==> src/rtl/grk_pkg.sv <==
// ----------------------------------------------------------------------------
// grk_pkg
// Shared types for the group reversal block: the shift control carried from
// the controller to each storage cell of the chain.
// ----------------------------------------------------------------------------
package grk_pkg;

    // Per-cycle shift command for the cell chain.
    // push: every cell takes its lower neighbour's word (a new word enters cell 0).
    // pop : every cell takes its upper neighbour's word (cell 0 leaves the chain).
    typedef struct packed {
        logic push;
        logic pop;
    } grk_shift_t;

endpackage

==> src/rtl/group_reverse_k.sv <==
// ----------------------------------------------------------------------------
// group_reverse_k
// Reverses a word stream in groups of group_size elements.
//
// Input channel (s_*): one list element per transfer, s_list_end on the last.
// Result channel (m_*): reordered words; m_run_last marks the last result
// caused by one input transfer, m_list_done the last word of the list.
// Configuration channel (cfg_*): writes group_size (0 acts as 1, values above
// MAX_GROUP act as MAX_GROUP). cfg_ready is always high; write only while idle.
//
// Words enter a chain of MAX_GROUP cells, newest in cell 0. While a group
// fills, one element is taken per cycle. When the group is full the chain
// pops towards cell 0, giving newest first; when the list ends early the
// words leave oldest first, read from the far end of the occupied cells.
// A group of n words drains as n results, one result per cycle while the
// receiver is ready; no input is taken during the drain. The transfer
// that completes a group sets the drain flag, then the first result loads
// the output register. A stalled receiver holds it and freezes the drain.
// Reset empties the chain, drops any pending result and sets group_size to 1.
// ----------------------------------------------------------------------------
module group_reverse_k #(
    parameter int MAX_GROUP = 16,
    parameter int WORD_BITS = 16
) (
    input  logic                 aclk,
    input  logic                 aresetn,
    // configuration write channel
    input  logic                 cfg_valid,
    output logic                 cfg_ready,
    input  logic [4:0]           cfg_group_size,
    // input channel
    input  logic                 s_valid,
    output logic                 s_ready,
    input  logic [WORD_BITS-1:0] s_element_value,
    input  logic                 s_list_end,
    // result channel
    output logic                 m_valid,
    input  logic                 m_ready,
    output logic [WORD_BITS-1:0] m_out_value,
    output logic                 m_run_last,
    output logic                 m_list_done
);
    import grk_pkg::*;

    localparam int CNT_W = $clog2(MAX_GROUP + 1);
    localparam int IDX_W = (MAX_GROUP > 1) ? $clog2(MAX_GROUP) : 1;

    // control state
    logic [4:0]           gsize_reg;
    logic [CNT_W-1:0]     count_reg;
    logic                 drain_reg;   // emptying the chain
    logic                 rev_reg;     // drain newest first
    logic                 end_reg;     // drained group closes the list
    logic                 m_valid_reg;

    // result payload
    logic [WORD_BITS-1:0] m_value_reg;
    logic                 m_run_last_reg;
    logic                 m_done_reg;

    logic [CNT_W-1:0]     k_eff;
    logic [CNT_W-1:0]     count_plus;
    logic [IDX_W-1:0]     rd_idx;
    logic                 accept_in;
    logic                 slot_free;
    logic                 pop_go;
    logic                 last_pop;
    logic [WORD_BITS-1:0] pop_word;
    grk_shift_t           shift;

    logic [WORD_BITS-1:0] cell_q [MAX_GROUP];

    // clamp the configured size to the legal range
    always_comb begin
        if (gsize_reg == 5'd0) begin
            k_eff = CNT_W'(1);
        end else if (int'(gsize_reg) > MAX_GROUP) begin
            k_eff = CNT_W'(MAX_GROUP);
        end else begin
            k_eff = CNT_W'(gsize_reg);
        end
    end

    assign cfg_ready  = 1'b1;
    assign s_ready    = !drain_reg;
    assign accept_in  = s_valid && !drain_reg;
    assign slot_free  = !m_valid_reg || m_ready;
    assign pop_go     = drain_reg && slot_free;
    assign last_pop   = (count_reg == CNT_W'(1));
    assign count_plus = count_reg + CNT_W'(1);
    assign rd_idx     = IDX_W'(count_reg - CNT_W'(1));

    // newest first from cell 0, oldest first from the top occupied cell
    assign pop_word   = rev_reg ? cell_q[0] : cell_q[rd_idx];

    assign shift.push = accept_in;
    assign shift.pop  = pop_go && rev_reg;

    // storage chain
    for (genvar i = 0; i < MAX_GROUP; i++) begin : g_cell
        logic [WORD_BITS-1:0] lower_d;
        logic [WORD_BITS-1:0] upper_d;

        if (i == 0) begin : g_first
            assign lower_d = s_element_value;
        end else begin : g_mid_lo
            assign lower_d = cell_q[i-1];
        end

        if (i == MAX_GROUP - 1) begin : g_last
            assign upper_d = '0;
        end else begin : g_mid_hi
            assign upper_d = cell_q[i+1];
        end

        grk_cell #(
            .WORD_BITS (WORD_BITS)
        ) u_cell (
            .aclk    (aclk),
            .ctrl    (shift),
            .lower_d (lower_d),
            .upper_d (upper_d),
            .q       (cell_q[i])
        );
    end

    // fill and drain control
    always_ff @(posedge aclk) begin
        if (!aresetn) begin
            gsize_reg   <= 5'd1;
            count_reg   <= '0;
            drain_reg   <= 1'b0;
            rev_reg     <= 1'b0;
            end_reg     <= 1'b0;
            m_valid_reg <= 1'b0;
        end else begin
            if (cfg_valid) begin
                gsize_reg <= cfg_group_size;
            end

            if (accept_in) begin
                count_reg <= count_plus;
                // full group: drain reversed; short tail at list end: drain in order
                if (count_plus >= k_eff) begin
                    drain_reg <= 1'b1;
                    rev_reg   <= 1'b1;
                    end_reg   <= s_list_end;
                end else if (s_list_end) begin
                    drain_reg <= 1'b1;
                    rev_reg   <= 1'b0;
                    end_reg   <= 1'b1;
                end
            end

            if (pop_go) begin
                m_valid_reg <= 1'b1;
                count_reg   <= count_reg - CNT_W'(1);
                if (last_pop) begin
                    drain_reg <= 1'b0;
                end
            end else if (m_ready) begin
                m_valid_reg <= 1'b0;
            end
        end
    end

    // output payload: load on each pop, hold while stalled
    always_ff @(posedge aclk) begin
        if (pop_go) begin
            m_value_reg    <= pop_word;
            m_run_last_reg <= last_pop;
            m_done_reg     <= last_pop && end_reg;
        end
    end

    assign m_valid     = m_valid_reg;
    assign m_out_value = m_value_reg;
    assign m_run_last  = m_run_last_reg;
    assign m_list_done = m_done_reg;

endmodule

==> src/rtl/grk_cell.sv <==
// ----------------------------------------------------------------------------
// grk_cell
// One storage cell of the chain: holds a single word and loads it from the
// lower or the upper neighbour as the shift command says.
// ----------------------------------------------------------------------------
module grk_cell #(
    parameter int WORD_BITS = 16
) (
    input  logic                   aclk,
    input  grk_pkg::grk_shift_t    ctrl,
    input  logic [WORD_BITS-1:0]   lower_d,
    input  logic [WORD_BITS-1:0]   upper_d,
    output logic [WORD_BITS-1:0]   q
);
    import grk_pkg::*;

    logic [WORD_BITS-1:0] data_reg;

    always_ff @(posedge aclk) begin
        if (ctrl.push) begin
            data_reg <= lower_d;
        end else if (ctrl.pop) begin
            data_reg <= upper_d;
        end
    end

    assign q = data_reg;

endmodule
==> config.mk <==
export PLATFORM = sky130hd
export DESIGN_NAME = group_reverse_k
export DESIGN_NICKNAME = d
export VERILOG_FILES = /design/src/rtl/grk_pkg.sv /design/src/rtl/group_reverse_k.sv /design/src/rtl/grk_cell.sv
export SDC_FILE = /design/constraint.sdc
export NUM_CORES = 1
export LEC_CHECK = 0
export BUFFER_PORTS_ARGS = -buffer_cell sky130_fd_sc_hd__buf_2
export CAP_MARGIN = 10
export CORE_ASPECT_RATIO = 0.9
export CORE_MARGIN = 2
export CORE_UTILIZATION = 35
export DETAILED_ROUTE_END_ITERATION = 10
export GPL_ROUTABILITY_DRIVEN = 1
export PLACE_DENSITY = 0.49
export SETUP_SLACK_MARGIN = 0.2
export SLEW_MARGIN = 20
export SYNTH_ARGS = -nofsm -noshare
export SYNTH_HDL_FRONTEND = slang
export SYNTH_SLANG_ARGS = --single-unit
export TNS_END_PERCENT = 50
==> constraint.sdc <==
create_clock -name aclk -period 21.7 [get_ports aclk]
set_clock_uncertainty 0.15 [all_clocks]
set_input_delay 3.255 -clock aclk [delete_from_list [all_inputs] [get_ports aclk]]
set_output_delay 3.255 -clock aclk [all_outputs]
set_load 0.01 [all_outputs]
**After elaboration in Yosys (flattened, before gate mapping)**

Cells that the tools add are included.

- $add $sub $neg: 2
- Magnitude comparators: 3
- Equality and inequality tests: 1
- Mux-type cells: 51
- Bitwise logic cells: 1
- Reduce and logical (&&, ||, !) cells: 13

Operator list:

| cell | number |
|---|---|
| 16-bit two-way mux | 35 |
| 16-bit binary-select mux with 4-bit select | 1 |
| 5-bit two-way mux | 4 |
| 1-bit two-way mux | 11 |
| 2-bit nonzero test | 4 |
| 5-bit by 1-bit adder with 5-bit output, second input constant | 1 |
| 5-bit by 1-bit == test with 1-bit output, second input constant | 1 |
| 5-bit greater-or-equal comparator | 1 |
| 5-bit greater-or-equal comparator, second input constant | 1 |
| 5-bit greater-than comparator, second input constant | 1 |
| 5-bit logical NOT | 1 |
| 4-bit NOT with 5-bit output | 1 |
| 5-bit by 1-bit subtractor with 5-bit output, second input constant | 1 |
| 1-bit logical AND | 4 |
| 1-bit logical NOT | 2 |
| 2-bit AND reduction | 1 |
| 1-bit logical OR | 1 |

- Flip-flop bits (word level): 288
- Bits of input ports: 27
- Output and inout port bits: 21
- Word-level logic and storage cells: 96

**Depth between registers and ports, before layout**

Gate-level depths: netlist of run 1.

- Depth after elaboration: 8
- Mapped depth: 10
- Gate-level depth less buffers: 9

**Cells and area by module**

From an unflattened synthesis of run 1, not the netlist that was laid out.

- Cells, all modules: 1,017
- Area total of the unflattened synthesis: 15,349.7 µm²

Modules (own cells, without submodules):

| module | times used | cells each | area an instance (µm²) | seq. area each (µm²) |
|---|---|---|---|---|
| grk_cell | 16 | 35 | 732.0 | 480.5 |
| group_reverse_k | 1 | 457 | 3,638.5 | 820.8 |

**Worst setup path before layout of run 1**

Ideal clock, no wire load.

- Path kind: in2reg
- Start point: input port s_valid
- End point: register g_cell[0].u_cell.data_reg[0] (enable)
- Setup time: 1.962 ns
- Arrival: 8.209 ns
- Required time: 19.588 ns
- Setup slack: 11.379 ns
- Stages on the path: 4
- Path buffers: 2
- Path through: nand2_1 > clkbuf_1 > clkbuf_1 > nand2_1

- Word-level cells in the longest chain between the ends: 2

Ends and longest elaborated chain:

| what | RTL line | source |
|---|---|---|
| start, declared | group_reverse_k.sv:32 | `input logic s_valid,` |
| 1-bit logical AND | group_reverse_k.sv:86 | `assign accept_in = s_valid && !drain_reg;` |
| 2-bit nonzero test (no line) | n/a |  |
| end signal, assigned | grk_cell.sv:21 | `data_reg <= lower_d;` |
| end signal, assigned | grk_cell.sv:23 | `data_reg <= upper_d;` |
| end, declared | grk_cell.sv:17 | `logic [WORD_BITS-1:0] data_reg;` |

No other way between the ends.
A chain may end at the register's enable or synchronous reset.

**Worst setup path in the final report of run 1**

- Start point: input port m_ready
- End point: register g_cell[8].u_cell.data_reg[4] (enable)

- Word-level cells in the longest chain between the ends: 4

Ends and longest elaborated chain:

| what | RTL line | source |
|---|---|---|
| start, declared | group_reverse_k.sv:38 | `input logic m_ready,` |
| 1-bit logical OR | group_reverse_k.sv:87 | `assign slot_free = !m_valid_reg \|\| m_ready;` |
| 1-bit logical AND | group_reverse_k.sv:88 | `assign pop_go = drain_reg && slot_free;` |
| named net pop_go | group_reverse_k.sv:66 | `logic pop_go;` |
| 1-bit logical AND | group_reverse_k.sv:97 | `assign shift.pop = pop_go && rev_reg;` |
| 2-bit nonzero test (no line) | n/a |  |
| end signal, assigned | grk_cell.sv:21 |  |
| end signal, assigned | grk_cell.sv:23 |  |
| end, declared | grk_cell.sv:17 |  |

The timed path passes the listed nets, and every way through them passes these cells.

==> flow_metrics.py, run 1 <==
metrics = {
    "die": {
        "initial_utilization": 0.354,
        "fp.dieH_microns": 196,
        "io_pins": 48,
        "die_area_sq_um": 42600,
        "coreArea_sq_um": 40500,
        "die_x_microns": 217,
        "rows": 70,
    },
    "sta": {
        "rsz0062_at_grt": "no",
        "drv_slew": 0,
        "fin_crit_sh": 0.263,
        "fmax_mhz": 175,
        "finalHoldWorstSlack_ns": 0.333,
        "worst_slew_pin_slew_ns": 1.11,
        "period_needed_ns": 5.72,
        "fin_setup_tns_ns": 0,
        "hold_viol_final": 0,
        "finalSetupViolCount": 0,
        "maxSlewHeadroom": 0.261,
    },
    "place": {
        "dp_cells": 2013,
        "place_congestion": 0.744,
        "portBuffers": 46,
        "hpwlAfterDp_microns": 19300,
    },
    "worst_setup_path": {
        "critical_path.max_fanout": 81,
        "arrival_ns": 5.75,
        "crit_required_ns": 21.73,
        "start_kind": "input pin",
        "worstReg2RegStart": "count_reg[0]",
        "critical_path_class": "input pin to flip-flop",
        "end_kind": "flip-flop",
        "worstSetupStartpoint": "m_ready",
    },
    "synthesis": {
        "ys_seq_area_frac": 0.594,
        "synth.distinct_cells": 34,
        "yosys.area.top_type": "edfxtp_1",
        "yosys_register_bits": 288,
        "synth_edf_count": 274,
        "synth-warning-count": 0,
        "yosys-top-cells-area": "edfxtp_1 (57%), nand2_1 (23%), mux4_2 (5.0%), nand3_1 (2.4%), clkbuf_1 (2.0%)",
        "synthCells": 1503,
        "ys.flop_type": "edfxtp_1",
        "syn_avg_cell_area_sq_um": 9.53,
        "synth_compound_area_frac": 0.0208,
        "synth-async-reset-ratio": 0,
        "synth_top_area_share": 0.575,
        "synthAdderAreaFrac": 0.00699,
        "synthesis.area_sq_um": 14300,
        "synth_xor_area_frac": 0.00428,
        "synth_top_family_by_area": "simple AND/OR/NAND/NOR gates",
        "synth_simple_gate_area_share": 0.281,
        "muxShareOfSynthArea": 0.0650,
        "synth_nets": 1538,
    },
    "detailed_routing": {
        "routed_wl_microns": 34400,
        "vias_per_cell": 5.01,
        "drt-wirelength-per-cell_microns": 16.7,
        "postRouteAntennaNets": 0,
        "met3_length_microns": 1570,
        "highest-signal-layer": "met4",
        "vias": 10400,
        "drt-initial-drc-count": 958,
        "m1WireLength_microns": 16700,
        "dr.pass1.iters": 6,
        "met2_length_microns": 15600,
        "drcViolationCount": 0,
    },
    "layout": {
        "nets": 1541,
        "layout_commonest_cell": "nand2_1",
        "layout_common_cells": "nand2_1 (860), edfxtp_1 (274), nand3_1 (68), buf_2 (46), mux4_2 (32)",
        "final_cells": 2066,
        "drive_gt1_frac": 0.0904,
        "n_antenna_cell": 0,
        "largest_register_ff_count": 256,
        "syn_to_final_growth_pct": 11.3,
    },
    "clock_network": {
        "numCtsBuffers": 31,
        "cts_setup_buffers": 0,
        "cts_tree": "done",
        "root_buffer": "clkbuf_16",
        "clk_latency_ns": 0.58,
        "post_cts_resized": 0,
        "cts_htree_levels": 1,
        "ctsHoldBuffers": 0,
        "clock_path_buffers": 3,
        "cts.sink_count": 288,
        "clk_pin_slew_ns": 0.06,
    },
    "worst_hold_path": {
        "min_from": "end_reg",
        "min_path_type": "flip-flop to flip-flop",
    },
    "global_route": {
        "grt_max_degree": 221,
        "first_global_vias": 10200,
        "grt_overflow": 0,
        "grt_usage": 0.165,
        "antenna_found_initial": 0,
        "grt_pass1_wl_microns": 55900,
    },
    "pwr": {
        "peakVddDrop_mv": 0.100,
        "p_leak_nw": 6.64,
        "powerDensity_nw_per_um2": 137,
    },
    "outcome": {
        "status": "completed",
    },
    "flow_run": {
        "cap_violations": 0,
    },
}
cells in the mapped netlist (2+ instances only):
library cell,count
edfxtp_1,274
a21boi_0,4
dfxtp_1,14
ha_1,8
nand4_1,17
o211ai_1,4
clkbuf_1,78
and2_1,19
xor2_1,3
buf_2,7
xnor2_1,4
inv_1,5
o21ai_0,4
buf_4,2
nor3_1,2
mux2i_1,21
nand2_1,862
a21oi_1,6
nand3_1,68
nand2b_1,2
nor2_1,11
a221oi_1,16
buf_1,7
mux4_2,32
nor2b_1,23
o221ai_1,2
worst max-delay path, cell delays in order:
cell and delay, ns:
buf_2 0.07, nand2b_1 0.12, nand2_1 0.17, inv_1 0.10, buf_4 0.35, nand2_1 0.22
nand2_8 0.52, buf_4 0.84
layer usage:
metal	vias to the layer above	GRT usage
li1	5048	-
met1	5058	0.240
met2	210	0.261
met3	42	0.0233
met4	0	0.0375
met5	-	0
kinds of logic after synthesis:
| family | count (synthesis) |
|---|---|
| AOI/OAI and AO/OA | 40 |
| other | 1 |
| DFF | 288 |
| buffers and inverters | 99 |
| muxes | 53 |
| and+or+nand+nor | 1007 |
| xor gates and xnor gates | 7 |
| adders and majority gates | 8 |
metrics by stage:
stage / setup WS [ns] / utilization / cell area [sq um] / power (mW)
detailed placement: 15.33 / 0.373 / 15100 / 1.73
finish: 15.98 / 0.394 / 15900 / 2.18
global placement: 15.06 / 0.372 / 15100 / 1.72
floorplan: 11.38 / - / 14300 / 1.48
global route: 15.74 / 0.394 / 15900 / 2.34
CTS: 15.95 / 0.394 / 15900 / 2.21
layout make-up:
type	count	area (sq um)
clock inverters	9	37.5
multi-input cells	1116	5480
well taps	540	676
clock buffers	44	825
repair buffers	64	390
fillers	4153	24500
inverters	5	18.8
flip-flops and latches	288	8510
final timing paths:
kind / to / slack, ns / cells past startpoint
worst max register to register: m_out_value[15] / 17.96 / 8
worst min register to register: end_reg / 0.33 / 1
worst max-delay path: g_cell[8].u_cell.q[4] / 15.98 / 8
worst min-delay path: end_reg / 0.33 / 1
power breakdown:
part | internal [mW] | leakage (nW) | total (mW) | switching (mW)
clock network | 0.260 | 0.419 | 0.478 | 0.218
registers | 0.826 | 2.79 | 0.937 | 0.111
logic | 0.276 | 3.44 | 0.767 | 0.490
Note: power is estimated with default switching activity, not from simulation.
==> run 2, diff against run 1 <==
Settings changed: ABC_AREA set to 1, PLACE_DENSITY 0.49 to 0.51.
Clock period 21.7 ns to 5 ns, I/O delays scaled along.
==> run 2 against run 1 <==
  * Power rose to 4.8 times the previous value
  * Combinational power rose to 5.2 times the previous value
  * Critical path depth up 1
  * Flip-flop and latch count unchanged
  * Clock-buffer cell count up 1
  * Cell area up 4.9%
  * Largest cell class unchanged
  * Largest power group unchanged
  * Highest routed layer unchanged
==> flow_metrics.py, run 2 <==
metrics = {
    "outcome": {
        "status": "completed",
    },
    "synthesis": {
        "synthCells": 1806,
        "synth_top_area_share": 0.548,
        "ys_seq_area_frac": 0.566,
        "synthesis.area_sq_um": 15000,
        "yosys_register_bits": 288,
        "yosys-top-cells-area": "edfxtp_1 (55%), nand2_1 (15%), o21ai_0 (7.8%), nand3_1 (7.2%), inv_1 (6.4%)",
        "yosys.area.top_type": "edfxtp_1",
        "syn_avg_cell_area_sq_um": 8.32,
        "ys.flop_type": "edfxtp_1",
        "synth.distinct_cells": 26,
        "synth_most_common_cell": "nand2_1",
        "synth_edf_count": 274,
        "synth-async-reset-ratio": 0,
        "synth_top_cells_by_count": "nand2_1 (587), edfxtp_1 (274), inv_1 (255)",
        "synth_nets": 1841,
        "synth-warning-count": 0,
    },
    "worst_setup_path": {
        "critical_path.max_fanout": 90,
        "path_delay_family": "buffers and inverters",
        "crit_buf_inv": 2,
        "end_kind": "flip-flop",
        "crit_required_ns": 5.12,
        "cp_common_cell": "nand2_1",
        "slowest_delay_ns": 0.77,
        "path_cells": "buf_4, buf_4, nand2_1, nand3_1, nand3_1, nand3_1, nand2_1, nand2_1, nand2_1",
        "start_kind": "flip-flop",
        "arrival_ns": 3.08,
        "critical_path_class": "flip-flop to flip-flop",
        "cpMaxStageDelayCell": "buf_4",
    },
    "clock_network": {
        "root_buffer": "clkbuf_16",
        "numCtsBuffers": 34,
        "cts_htree_levels": 2,
        "cts_setup_buffers": 0,
        "clk_latency_ns": 0.52,
        "clk_pin_slew_ns": 0.06,
        "cts_tree": "done",
        "clock_path_buffers": 3,
        "ctsHoldBuffers": 0,
        "post_cts_resized": 0,
        "cts.sink_count": 288,
    },
    "layout": {
        "layout_commonest_cell": "nand2_1",
        "drive_gt1_frac": 0.0687,
        "syn_to_final_growth_pct": 11.3,
        "nets": 1829,
        "largest_register_ff_count": 256,
        "final_core_util": 0.397,
        "layout_common_cells": "nand2_1 (584), edfxtp_1 (274), inv_1 (253), o21ai_0 (232), nand3_1 (215)",
    },
    "die": {
        "coreArea_sq_um": 42100,
        "fp.dieH_microns": 201,
        "rows": 71,
        "initial_utilization": 0.357,
        "die_x_microns": 222,
        "die_area_sq_um": 44600,
        "io_pins": 48,
    },
    "sta": {
        "rsz0062_at_grt": "no",
        "worst_slew_pin_slew_ns": 1.05,
        "maxSlewHeadroom": 0.303,
        "finalSetupViolCount": 0,
        "fmax_mhz": 338,
        "hold_viol_final": 0,
        "drv_slew": 0,
        "period_needed_ns": 2.96,
        "fin_crit_sh": 0.591,
        "final_critical_path_setup_slack_ns": 2.04,
    },
    "worst_hold_path": {
        "min_path_type": "input pin to flip-flop",
    },
    "global_route": {
        "grt_use_met3": 0.0304,
        "grt_use_met1": 0.224,
        "met2_usage": 0.269,
        "grt_overflow": 0,
        "grt_max_degree": 256,
        "antenna_found_initial": 0,
        "grt_pass1_wl_microns": 59600,
        "grt_usage": 0.165,
        "first_global_vias": 11400,
        "busiest_layer": "met2",
    },
    "place": {
        "dp_slack_ns": 2.05,
        "portBuffers": 46,
        "place_congestion": 0.767,
        "hpwlAfterDp_microns": 20900,
    },
    "detailed_routing": {
        "vias": 11600,
        "drt-wirelength-per-cell_microns": 15.4,
        "drt-initial-drc-count": 947,
        "drcViolationCount": 0,
        "postRouteAntennaNets": 0,
        "dr.pass1.iters": 5,
        "vias_per_cell": 4.92,
        "routed_wl_microns": 36600,
    },
    "flow_run": {
        "cap_violations": 0,
    },
    "pwr": {
        "powerDensity_nw_per_um2": 628,
        "peakVddDrop_mv": 0.440,
        "p_leak_nw": 7.33,
    },
}
## run 2: changes by cell type after synthesis, sizes merged, moves of 16 or more
cell / previous run / this run
a221oi: 16 / 0
and2: 19 / 0
buf: 16 / 68
clkbuf: 78 / 42
inv: 5 / 261
mux2i: 21 / 0
mux4: 32 / 0
nand2: 862 / 589
nand3: 68 / 216
nand4: 17 / 0
nor2: 11 / 62
nor2b: 23 / 0
o21ai: 4 / 249
## run 2: report_power, final
group	switching, mW	internal [mW]
Combinational	2.75	1.21
Sequential	0.393	3.77
Clock	1.01	1.37
## run 2: through the flow
stage | instance area, sq um | instances | TNS (ns) | hold WS [ns] | total power, mW
6_report | 16700 | 2368 | 0 | 0.298 | 10.5
5_1_grt | 16700 | 2366 | 0 | 0.298 | 11.4
4_1_cts | 16700 | 2366 | 0 | 0.270 | 10.6
3_5_place_dp | 15700 | 2305 | 0 | 0.313 | 8.22
3_3_place_gp | 15700 | 2305 | 0 | 0.306 | 8.18
2_1_floorplan | 15100 | 1806 | -168.08 | 0.290 | 7.00
## run 2: kinds of logic (layout without fill, tap and decap cells)
logic type                 Yosys count  in the layout  synth area share
and+or+nand+nor                    869            869             0.236
buffers and inverters              372            385            0.0988
DFF                                288            288             0.566
AOI/OAI and AO/OA                  263            263            0.0882
adders and majority gates            8              8           0.00666
xor gates and xnor gates             5              5           0.00391
other                                1              3          0.000250
## run 2: path summary, 6_finish.rpt
path                          start               to  slack [ns]  cells past startpoint
setup / recovery       count_reg[0]  m_out_value[13]        2.04                      9
setup reg to reg       count_reg[0]  m_out_value[13]        2.04                      9
hold reg to reg             end_reg          end_reg        0.32                      2
hold / removal    cfg_group_size[0]     gsize_reg[0]        0.30                      3
## run 2: layout make-up
| class | instances | area [sq um] |
|---|---|---|
| Sequential cell | 288 | 8510 |
| Inverter | 262 | 993 |
| Clock inverter | 16 | 101 |
| Antenna cell | 2 | 5.00 |
| Multi-Input combinational cell | 1146 | 5100 |
| Tap cell | 547 | 684 |
| Clock buffer | 45 | 933 |
| Fill cell | 4334 | 25400 |
| Timing Repair Buffer | 62 | 388 |
## run 2: routing by layer
layer  part of all wire  vias up
li1                   -     5831
met1               0.47     5524
met2               0.46      243
met3              0.050       51
met4              0.023        0
met5                  0        -
## run 2: worst register-to-register path: stages, from the launching register on
cell,delay (ns)
dfxtp_4,0.35
buf_4,0.77
buf_4,0.77
nand2_1,0.17
nand3_1,0.12
nand3_1,0.09
nand3_1,0.11
nand2_1,0.06
nand2_1,0.05
nand2_1,0.05
